<file path="src/design/atrtd_pkg.sv">
// ----------------------------------------------------------------------------
// atrtd_pkg
// Shared types, sizes and character constants for the modem reply classifier.
// ----------------------------------------------------------------------------
`default_nettype none

package atrtd_pkg;

   // response buffer size in bytes and the width of a buffer position
   localparam int BUFFER_SIZE = 256;
   localparam int PosW        = $clog2(BUFFER_SIZE + 1);
   localparam int WinLen      = 9;

   typedef logic [PosW-1:0] pos_type;
   typedef logic [7:0]      byte_type;
   typedef logic [2:0]      status_type;
   typedef logic [1:0]      kind_type;

   // terminator kinds, also the status codes below reboot
   localparam kind_type KIND_NONE   = 2'd0;
   localparam kind_type KIND_OK     = 2'd1;
   localparam kind_type KIND_ERROR  = 2'd2;
   localparam kind_type KIND_NOTICE = 2'd3;

   localparam status_type STATUS_REBOOT = 3'd4;

   localparam pos_type  START_NONE  = '1;
   localparam byte_type CH_CR       = 8'h0D;
   localparam byte_type CH_LF       = 8'h0A;
   localparam int       RebootLen   = 12;
   localparam int       OkLen       = 6;
   localparam int       NoticeMinLen = 14;

   // CR LF OK CR LF, oldest first
   localparam byte_type OK_SEQ [OkLen] = '{8'h0D, 8'h0A, 8'h4F, 8'h4B, 8'h0D, 8'h0A};
   // CR LF ERROR CR LF
   localparam byte_type ERR_SEQ [WinLen] =
      '{8'h0D, 8'h0A, 8'h45, 8'h52, 8'h52, 8'h4F, 8'h52, 8'h0D, 8'h0A};
   // "+NSONMI: "
   localparam byte_type HDR_SEQ [WinLen] =
      '{8'h2B, 8'h4E, 8'h53, 8'h4F, 8'h4E, 8'h4D, 8'h49, 8'h3A, 8'h20};

   // one input word and one result word
   typedef struct packed {
      logic     clear;
      byte_type rx_byte;
   } item_type;

   typedef struct packed {
      status_type status;
      logic       overflow;
   } result_type;

   // characters of the reboot notice text by match position
   function automatic byte_type reboot_char(input logic [3:0] idx);
      byte_type c;
      case (idx)
         4'd0:    c = 8'h52; // R
         4'd1:    c = 8'h45; // E
         4'd2:    c = 8'h42; // B
         4'd3:    c = 8'h4F; // O
         4'd4:    c = 8'h4F; // O
         4'd5:    c = 8'h54; // T
         4'd6:    c = 8'h5F; // _
         4'd7:    c = 8'h43; // C
         4'd8:    c = 8'h41; // A
         4'd9:    c = 8'h55; // U
         4'd10:   c = 8'h53; // S
         4'd11:   c = 8'h45; // E
         default: c = 8'h00;
      endcase
      return c;
   endfunction

endpackage

`default_nettype wire

</file>
<file path="src/design/atrtd_if.sv">
// ----------------------------------------------------------------------------
// atrtd_if
// Valid/ready channels for received bytes and classification results.
// ----------------------------------------------------------------------------
`default_nettype none

interface atrtd_req_if;
   import atrtd_pkg::*;
   logic     valid;
   logic     ready;
   logic     clear;
   byte_type rx_byte;

   modport source (output valid, clear, rx_byte, input ready);
   modport sink   (input valid, clear, rx_byte, output ready);
endinterface

interface atrtd_rsp_if;
   import atrtd_pkg::*;
   logic       valid;
   logic       ready;
   status_type status;
   logic       overflow;

   modport source (output valid, status, overflow, input ready);
   modport sink   (input valid, status, overflow, output ready);
endinterface

`default_nettype wire

</file>
<file path="src/design/atrtd_match.sv">
// ----------------------------------------------------------------------------
// atrtd_match
// Matcher state and one-pass classification of each appended byte.
// ----------------------------------------------------------------------------
`default_nettype none

module atrtd_match import atrtd_pkg::*; (
   input  logic       clock,
   input  logic       reset,
   input  logic       step,
   input  item_type   item,
   output result_type result
);

   byte_type    window_ff [WinLen];
   pos_type     fill_ff;
   logic [3:0]  reboot_prog_ff;
   logic        reboot_seen_ff;
   logic        notice_pend_ff;
   pos_type     notice_start_ff;
   logic        notice_crlf_ff;
   pos_type     best_start_ff;
   kind_type    best_kind_ff;

   byte_type    window_in [WinLen];
   pos_type     fill_in;
   logic [3:0]  reboot_prog_in;
   logic        reboot_seen_in;
   logic        notice_pend_in;
   pos_type     notice_start_in;
   logic        notice_crlf_in;
   pos_type     best_start_in;
   kind_type    best_kind_in;

   byte_type    win_next [WinLen];
   logic        ok_hit;
   logic        err_hit;
   logic        hdr_hit;
   logic [PosW:0] notice_end;

   // next state for one byte
   always_comb begin
      // clear first, then append
      if (item.clear) begin
         for (int i = 0; i < WinLen; i++) window_in[i] = '0;
         fill_in         = '0;
         reboot_prog_in  = '0;
         reboot_seen_in  = 1'b0;
         notice_pend_in  = 1'b0;
         notice_start_in = '0;
         notice_crlf_in  = 1'b0;
         best_start_in   = START_NONE;
         best_kind_in    = KIND_NONE;
      end else begin
         for (int i = 0; i < WinLen; i++) window_in[i] = window_ff[i];
         fill_in         = fill_ff;
         reboot_prog_in  = reboot_prog_ff;
         reboot_seen_in  = reboot_seen_ff;
         notice_pend_in  = notice_pend_ff;
         notice_start_in = notice_start_ff;
         notice_crlf_in  = notice_crlf_ff;
         best_start_in   = best_start_ff;
         best_kind_in    = best_kind_ff;
      end

      // window as it stands once the byte is appended
      for (int i = 0; i < WinLen - 1; i++) win_next[i] = window_in[i + 1];
      win_next[WinLen - 1] = item.rx_byte;

      ok_hit     = 1'b0;
      err_hit    = 1'b0;
      hdr_hit    = 1'b0;
      notice_end = '0;
      result.overflow = 1'b0;

      if (fill_in >= pos_type'(BUFFER_SIZE)) begin
         // buffer full: drop the byte
         result.overflow = 1'b1;
      end else begin
         // window compares on the appended window
         ok_hit  = (fill_in >= pos_type'(OkLen - 1));
         err_hit = (fill_in >= pos_type'(WinLen - 1));
         hdr_hit = (fill_in >= pos_type'(WinLen - 1)) && !notice_pend_in;
         for (int i = 0; i < WinLen; i++) begin
            if (win_next[i] != ERR_SEQ[i]) err_hit = 1'b0;
            if (win_next[i] != HDR_SEQ[i]) hdr_hit = 1'b0;
         end
         for (int i = 0; i < OkLen; i++) begin
            if (win_next[WinLen - OkLen + i] != OK_SEQ[i]) ok_hit = 1'b0;
         end

         // CR LF after an open header
         if (notice_pend_in && window_in[WinLen - 1] == CH_CR && item.rx_byte == CH_LF)
            notice_crlf_in = 1'b1;

         // reboot text, restart on a fresh R
         if (item.rx_byte == reboot_char(reboot_prog_in))
            reboot_prog_in = reboot_prog_in + 4'd1;
         else if (item.rx_byte == reboot_char(4'd0))
            reboot_prog_in = 4'd1;
         else
            reboot_prog_in = 4'd0;
         if (reboot_prog_in >= 4'(RebootLen)) begin
            reboot_seen_in = 1'b1;
            reboot_prog_in = 4'd0;
         end

         if (hdr_hit) begin
            notice_pend_in  = 1'b1;
            notice_start_in = fill_in - pos_type'(WinLen - 1);
            notice_crlf_in  = 1'b0;
         end

         // earliest-starting terminator wins
         if (ok_hit && (best_kind_in == KIND_NONE ||
                        fill_in - pos_type'(OkLen - 1) < best_start_in)) begin
            best_start_in = fill_in - pos_type'(OkLen - 1);
            best_kind_in  = KIND_OK;
         end
         if (err_hit && (best_kind_in == KIND_NONE ||
                         fill_in - pos_type'(WinLen - 1) < best_start_in)) begin
            best_start_in = fill_in - pos_type'(WinLen - 1);
            best_kind_in  = KIND_ERROR;
         end

         for (int i = 0; i < WinLen; i++) window_in[i] = win_next[i];
         fill_in = fill_in + pos_type'(1);

         notice_end = {1'b0, notice_start_in} + (PosW + 1)'(NoticeMinLen);
         if (notice_pend_in && notice_crlf_in && {1'b0, fill_in} >= notice_end &&
             (best_kind_in == KIND_NONE || notice_start_in < best_start_in)) begin
            best_start_in = notice_start_in;
            best_kind_in  = KIND_NOTICE;
         end
      end

      result.status = reboot_seen_in ? STATUS_REBOOT : {1'b0, best_kind_in};
   end

   // matcher state
   always_ff @(posedge clock) begin
      if (reset) begin
         for (int i = 0; i < WinLen; i++) window_ff[i] <= '0;
         fill_ff         <= '0;
         reboot_prog_ff  <= '0;
         reboot_seen_ff  <= 1'b0;
         notice_pend_ff  <= 1'b0;
         notice_start_ff <= '0;
         notice_crlf_ff  <= 1'b0;
         best_start_ff   <= START_NONE;
         best_kind_ff    <= KIND_NONE;
      end else if (step) begin
         for (int i = 0; i < WinLen; i++) window_ff[i] <= window_in[i];
         fill_ff         <= fill_in;
         reboot_prog_ff  <= reboot_prog_in;
         reboot_seen_ff  <= reboot_seen_in;
         notice_pend_ff  <= notice_pend_in;
         notice_start_ff <= notice_start_in;
         notice_crlf_ff  <= notice_crlf_in;
         best_start_ff   <= best_start_in;
         best_kind_ff    <= best_kind_in;
      end
   end

endmodule

`default_nettype wire

</file>
<file path="src/design/at_response_terminator_detect.sv">
// ----------------------------------------------------------------------------
// at_response_terminator_detect
// Classifies a modem reply byte stream: ok, error, data notice or reboot.
// ----------------------------------------------------------------------------
//  channel | dir | words                     | handshake
//  req     | in  | clear, rx_byte            | valid/ready
//  rsp     | out | status, overflow          | valid/ready
//
//  One word per cycle sustained while rsp takes words; a byte is taken into the
//  input register, then one pass of matching writes its result into the result reg.
//  Synchronous reset empties the buffer and all matchers.
//  A stalled rsp holds its word; req keeps taking words while the input
//  register is empty or can drain into the result register.
// ----------------------------------------------------------------------------
`default_nettype none

module at_response_terminator_detect import atrtd_pkg::*; (
   input  logic        clock,
   input  logic        reset,
   atrtd_req_if.sink   req,
   atrtd_rsp_if.source rsp
);

   logic       in_valid_ff;
   item_type   in_item_ff;
   logic       rsp_valid_ff;
   result_type rsp_word_ff;

   logic       in_valid_in;
   logic       rsp_valid_in;
   logic       advance;
   result_type match_word;

   // stage advance when the result register is free or draining
   assign advance   = in_valid_ff && (!rsp_valid_ff || rsp.ready);
   assign req.ready = !in_valid_ff || advance;

   always_comb begin
      in_valid_in = in_valid_ff;
      if (req.valid && req.ready) in_valid_in = 1'b1;
      else if (advance)           in_valid_in = 1'b0;
      rsp_valid_in = rsp_valid_ff;
      if (advance)        rsp_valid_in = 1'b1;
      else if (rsp.ready) rsp_valid_in = 1'b0;
   end

   atrtd_match u_match (
      .clock  (clock),
      .reset  (reset),
      .step   (advance),
      .item   (in_item_ff),
      .result (match_word)
   );

   // input and result registers
   always_ff @(posedge clock) begin
      if (reset) begin
         in_valid_ff  <= 1'b0;
         rsp_valid_ff <= 1'b0;
      end else begin
         in_valid_ff  <= in_valid_in;
         rsp_valid_ff <= rsp_valid_in;
      end
      if (req.valid && req.ready) begin
         in_item_ff.clear   <= req.clear;
         in_item_ff.rx_byte <= req.rx_byte;
      end
      if (advance) rsp_word_ff <= match_word;
   end

   assign rsp.valid    = rsp_valid_ff;
   assign rsp.status   = rsp_word_ff.status;
   assign rsp.overflow = rsp_word_ff.overflow;

endmodule

`default_nettype wire

</file>
<file path="src/flat_wrapper.sv">
// flat-port wrapper written by rule: the top's interface ports become plain ports
module at_response_terminator_detect_flat import atrtd_pkg::*;
  (clock, reset, req_valid, req_clear, req_rx_byte, req_ready, rsp_valid, rsp_status, rsp_overflow, rsp_ready);
  atrtd_req_if req_i ();
  atrtd_rsp_if rsp_i ();
  input  logic clock;
  input  logic reset;
  input wire logic [$bits(req_i.valid)-1:0] req_valid;
  input wire logic [$bits(req_i.clear)-1:0] req_clear;
  input wire logic [$bits(req_i.rx_byte)-1:0] req_rx_byte;
  output wire logic [$bits(req_i.ready)-1:0] req_ready;
  output wire logic [$bits(rsp_i.valid)-1:0] rsp_valid;
  output wire logic [$bits(rsp_i.status)-1:0] rsp_status;
  output wire logic [$bits(rsp_i.overflow)-1:0] rsp_overflow;
  input wire logic [$bits(rsp_i.ready)-1:0] rsp_ready;
  assign req_i.valid = req_valid;
  assign req_i.clear = req_clear;
  assign req_i.rx_byte = req_rx_byte;
  assign req_ready = req_i.ready;
  assign rsp_valid = rsp_i.valid;
  assign rsp_status = rsp_i.status;
  assign rsp_overflow = rsp_i.overflow;
  assign rsp_i.ready = rsp_ready;
  at_response_terminator_detect u_core (.clock(clock), .reset(reset), .req(req_i), .rsp(rsp_i));
endmodule
</file>
<file path="config.mk">
export PLATFORM = sky130hd
export DESIGN_NAME = at_response_terminator_detect_flat
export DESIGN_NICKNAME = d
export VERILOG_FILES = /design/src/design/atrtd_pkg.sv /design/src/design/atrtd_if.sv /design/src/design/atrtd_match.sv /design/src/design/at_response_terminator_detect.sv /design/src/flat_wrapper.sv
export SDC_FILE = /design/constraint.sdc
export NUM_CORES = 1
export LEC_CHECK = 0
export BUFFER_PORTS_ARGS = -buffer_cell sky130_fd_sc_hd__buf_2
export CELL_PAD_IN_SITES_DETAIL_PLACEMENT = 1
export CELL_PAD_IN_SITES_GLOBAL_PLACEMENT = 2
export CORE_ASPECT_RATIO = 1.75
export CORE_MARGIN = 4
export CORE_UTILIZATION = 25
export DETAILED_ROUTE_END_ITERATION = 10
export PLACE_DENSITY = 0.61
export SETUP_SLACK_MARGIN = 0.15
export SYNTH_ARGS = -nofsm -noshare
export SYNTH_HDL_FRONTEND = slang
export SYNTH_SLANG_ARGS = --single-unit
</file>
<file path="constraint.sdc">
create_clock -name clock -period 20 [get_ports clock]
set_input_delay 2 -clock clock [delete_from_list [all_inputs] [get_ports clock]]
set_output_delay 2 -clock clock [all_outputs]
set_load 0.005 [all_outputs]
</file>
==> run_results.csv <==
group,metric,value,unit
critical_path,slowest_stage_cell_on_the_critical_path,"sky130_fd_sc_hd__or3_1",
synth,synthArstFlopShare,0,%
final_layout,layout.filler_cells,3338,
clock_network,cts-root-buf,"sky130_fd_sc_hd__clkbuf_16",
synth,post_synth_mux_area_share,6.52,%
final_layout,antenna_cells,0,
floorplan,dieWidth,138,um
power_and_ir_drop,sw_frac_of_total,25.6,%
final_layout,layout-drive-gt1-share,11.0,%
global_route,grt_pass1_vias,6282,
power_and_ir_drop,power.sequential.fraction,44.1,%
power_and_ir_drop,power.clock.fraction,47.2,%
synth,number_of_distinct_library_cells_after_synthesis,77,
floorplan,fp-row-count,83,
synth,synth.avg_cell_area,9.45,sq um
floorplan,num_io_pins,19,
place,dp.final_hpwl,18800,um
power_and_ir_drop,internal-power,472,uW
final_layout,layout-area-overhead-vs-synth,13.8,%
timing,maxClockFrequency,121,MHz
timing,grt_setup_unrepaired,"no",
clock_network,clock_tree.htree_level_count,4,
final_layout,finalCoreUtilization,28.8,%
critical_path,setup.worst_path.end_class,"flop",
clock_network,hold_buffers,0,
final_layout,finalNetCount,840,
synth,synth-main-ff-cell,"sky130_fd_sc_hd__edfxtp_1",
route,drt_first_pass_iters,4,
timing,maxSlewHeadroom,24.6,%
synth,yosys.area_share.simple,22.4,%
floorplan,die_area,0.0324,sq mm
clock_network,cts_tree,"built",
power_and_ir_drop,ir_drop,61.4,uV
route,routed-via-count,5991,
place,dp_slack,11810,ps
critical_path,setup.worst_path.start_class,"flop",
timing,final_hold_viol_count,0,
clock_network,numClockSinks,115,
clock_network,clk-insertion-delay-late,430,ps
clock_network,cts_buffers,17,
timing,timing_max_transition_violations_final,0,
global_route,grt_use_total,16.2,%
critical_path,worst_ep_required_time,20270,ps
power_and_ir_drop,netSwitchingPower,162,uW
clock_network,cts_max_path_bufs,2,
synth,yosys.area_share.xor_xnor,2.85,%
clock_network,cts.repair.resized,0,
timing,setup_skew,8.49,ps
timing,setup_violations,0,
floorplan,die_height,235,um
status,outcome,"finished, final reports clean",
synth,main_combinational_cell_family_by_area_after_synthesis,"simple AND/OR/NAND/NOR gates",
global_route,grt_max_degree,66,
power_and_ir_drop,comb_power_share,8.7,%
route,vias_per_cell,5.08,
synth,synth_edf_count,77,
critical_path,crit_arrival,8530,ps
synth,yosys.area_share.adder,7.13,%
route,finalWirelength,25400,um
route,number_of_nets_with_antenna_violations_after_detailed_routing,0,
global_route,grt_pass1_wl,39200,um
power_and_ir_drop,power_per_cell_area,75.5,mW/mm^2
min_path,hold_path.class,"reg -> reg",
timing,final.period_utilization,41.3,%
clock_network,cts.reportedPaths.clkPinSlew,50,ps
synth,synthesis.yosys.warnings,0,
timing,layout_min_cycle_time,8260,ps
synth,synthCells,780,
critical_path,criticalPathCategory,"reg -> reg",
floorplan,starting_density_of_the_core,25.3,%
synth,sequential_element_share_of_the_synthesized_area,41.7,%
critical_path,slowest_delay,640,ps
power_and_ir_drop,power_leakage,3.09,nW
flow_run,timing.max_cap.violations,0,
timing,fin_ws,11740,ps
route,drc,0,
synth,synth_area,0.00737,sq mm
route,iteration_0_drc_markers,268,
critical_path,cp_common_cell,"sky130_fd_sc_hd__ha_1",
global_route,grt_overflow_total,0,
clock_network,postCtsSetupRepairBufs,0,
synth,synth-seq-cells,115,
critical_path,cp_max_fo,25,
place,io_buffers,18,
timing,fin_tns_setup,0,ps
floorplan,core,0.0292,sq mm
synth,area_fraction_in_compound_gates_after_synthesis,15.4,%
timing,tightestPinTransition,1130,ps
place,weighted_congestion_at_the_end_of_routability_driven_global_placement,0.791,
global_route,antenna_found_initial,0,
synth,syn_nets,835,
route,detail_route.wl_per_cell,21.5,um
[flip-flops by register name (all words and copies together) (netlist names)]
register / count
u_core.u_match.reboot_seen_ff: 1
u_core.in_valid_ff: 1
u_core.rsp.valid: 1
u_core.rsp.overflow: 1
u_core.u_match.reboot_prog_ff: 4
u_core.u_match.notice_pend_ff: 1
u_core.rsp.status: 3
u_core.u_match.fill_ff: 9
u_core.u_match.best_kind_ff: 2
u_core.u_match.notice_start_ff: 9
u_core.u_match.window_ff: 64
u_core.u_match.best_start_ff: 9
u_core.in_item_ff: 9
u_core.u_match.notice_crlf_ff: 1
[final timing paths]
check                                     from                                 to  slack [ps]  cells past startpoint
min          u_core.u_match.notice_start_ff[0]  u_core.u_match.notice_start_ff[0]         450                      2
max reg2reg               u_core.in_item_ff[8]               u_core.rsp.status[0]       11740                     35
min reg2reg  u_core.u_match.notice_start_ff[0]  u_core.u_match.notice_start_ff[0]         450                      2
max                       u_core.in_item_ff[8]               u_core.rsp.status[0]       11740                     35
[through the flow]
| stage | hold slack (ps) | area [sq um] | total power, mW | cells |
|---|---|---|---|---|
| finish | 452 | 8390 | 0.633 | 1180 |
| global route | 473 | 8390 | 0.660 | 1180 |
| CTS | 452 | 8390 | 0.645 | 1180 |
| detailed placement | 445 | 7830 | 0.341 | 1148 |
| global placement | 442 | 7830 | 0.340 | 1148 |
| floorplan | 431 | 7370 | 0.316 | 780 |
[kinds of logic after synthesis]
family / count (synthesis)
xor gates and xnor gates: 24
adders and majority gates: 42
and+or+nand+nor: 320
buffers and inverters: 70
AOI/OAI and AO/OA: 162
muxes: 47
DFF: 115
[placed cells by master (no fill, tap or decap), types with 12 or more instances in the layout]
cell type,Yosys,layout
sky130_fd_sc_hd__nor2_1,100,99
sky130_fd_sc_hd__nand2_1,80,80
sky130_fd_sc_hd__edfxtp_1,77,77
sky130_fd_sc_hd__a21oi_1,42,42
sky130_fd_sc_hd__ha_1,42,42
sky130_fd_sc_hd__mux2i_1,39,39
sky130_fd_sc_hd__dfxtp_1,38,37
sky130_fd_sc_hd__o21ai_0,33,33
sky130_fd_sc_hd__a22o_1,30,30
sky130_fd_sc_hd__nor3_1,25,25
sky130_fd_sc_hd__inv_1,25,24
sky130_fd_sc_hd__clkbuf_16,0,18
sky130_fd_sc_hd__buf_2,3,18
sky130_fd_sc_hd__xnor2_1,15,15
sky130_fd_sc_hd__nand3_1,13,13
sky130_fd_sc_hd__nor4_1,12,12
[critical path: cells and delay by family, from the launching register on]
| family | cells | cell delay, ps |
|---|---|---|
| AO/OA/AOI/OAI | 17 | 3030 |
| AND/OR/NAND/NOR | 10 | 2650 |
| adder cells (fa/ha/maj) | 4 | 1080 |
| flip-flops | 1 | 560 |
| multiplexers | 1 | 390 |
| buffers and inverters | 3 | 340 |
[synthesized netlist by cell type, types with 10 or more instances]
cell type	count	share of area, %
sky130_fd_sc_hd__nor2_1	100	5.1
sky130_fd_sc_hd__nand2_1	80	4.1
sky130_fd_sc_hd__edfxtp_1	77	31
sky130_fd_sc_hd__a21oi_1	42	2.9
sky130_fd_sc_hd__ha_1	42	7.1
sky130_fd_sc_hd__mux2i_1	39	5.3
sky130_fd_sc_hd__dfxtp_1	38	10
sky130_fd_sc_hd__o21ai_0	33	2.2
sky130_fd_sc_hd__clkbuf_1	32	1.6
sky130_fd_sc_hd__a22o_1	30	3.6
sky130_fd_sc_hd__inv_1	25	1.3
sky130_fd_sc_hd__nor3_1	25	1.7
sky130_fd_sc_hd__xnor2_1	15	1.8
sky130_fd_sc_hd__nand3_1	13	0.88
sky130_fd_sc_hd__nor4_1	12	1.0
sky130_fd_sc_hd__nor2b_1	10	0.85
[layout make-up]
type                       count  area [sq um]  area share [%]
tap                          382           478            5.69
clock inverter                 6          53.8           0.641
multi-input combinational    595          4000            47.7
timing repair buffer          29           173            2.06
inverter                      27           101            1.21
clock buffer                  26           510            6.08
sequential                   115          3070            36.6
[per-layer routing]
layer | wire length [um] | track usage, % | up-vias
met2 | 14600 | 31.0 | 73
met5 | 0 | 0 | -
li1 | - | - | 2896
met1 | 9570 | 17.2 | 2992
met3 | 499 | 3.02 | 30
met4 | 712 | 5.87 | 0
[power by group through the flow]
stage	Combinational, mW	Clock, mW	Sequential [mW]
global placement	0.0559	0	0.285
CTS	0.0563	0.309	0.280
finish	0.0551	0.299	0.279
global route	0.0612	0.318	0.281
detailed placement	0.0562	0	0.285
floorplan	0.0384	0	0.277
No activity file was read; power rests on OpenSTA's default activity.
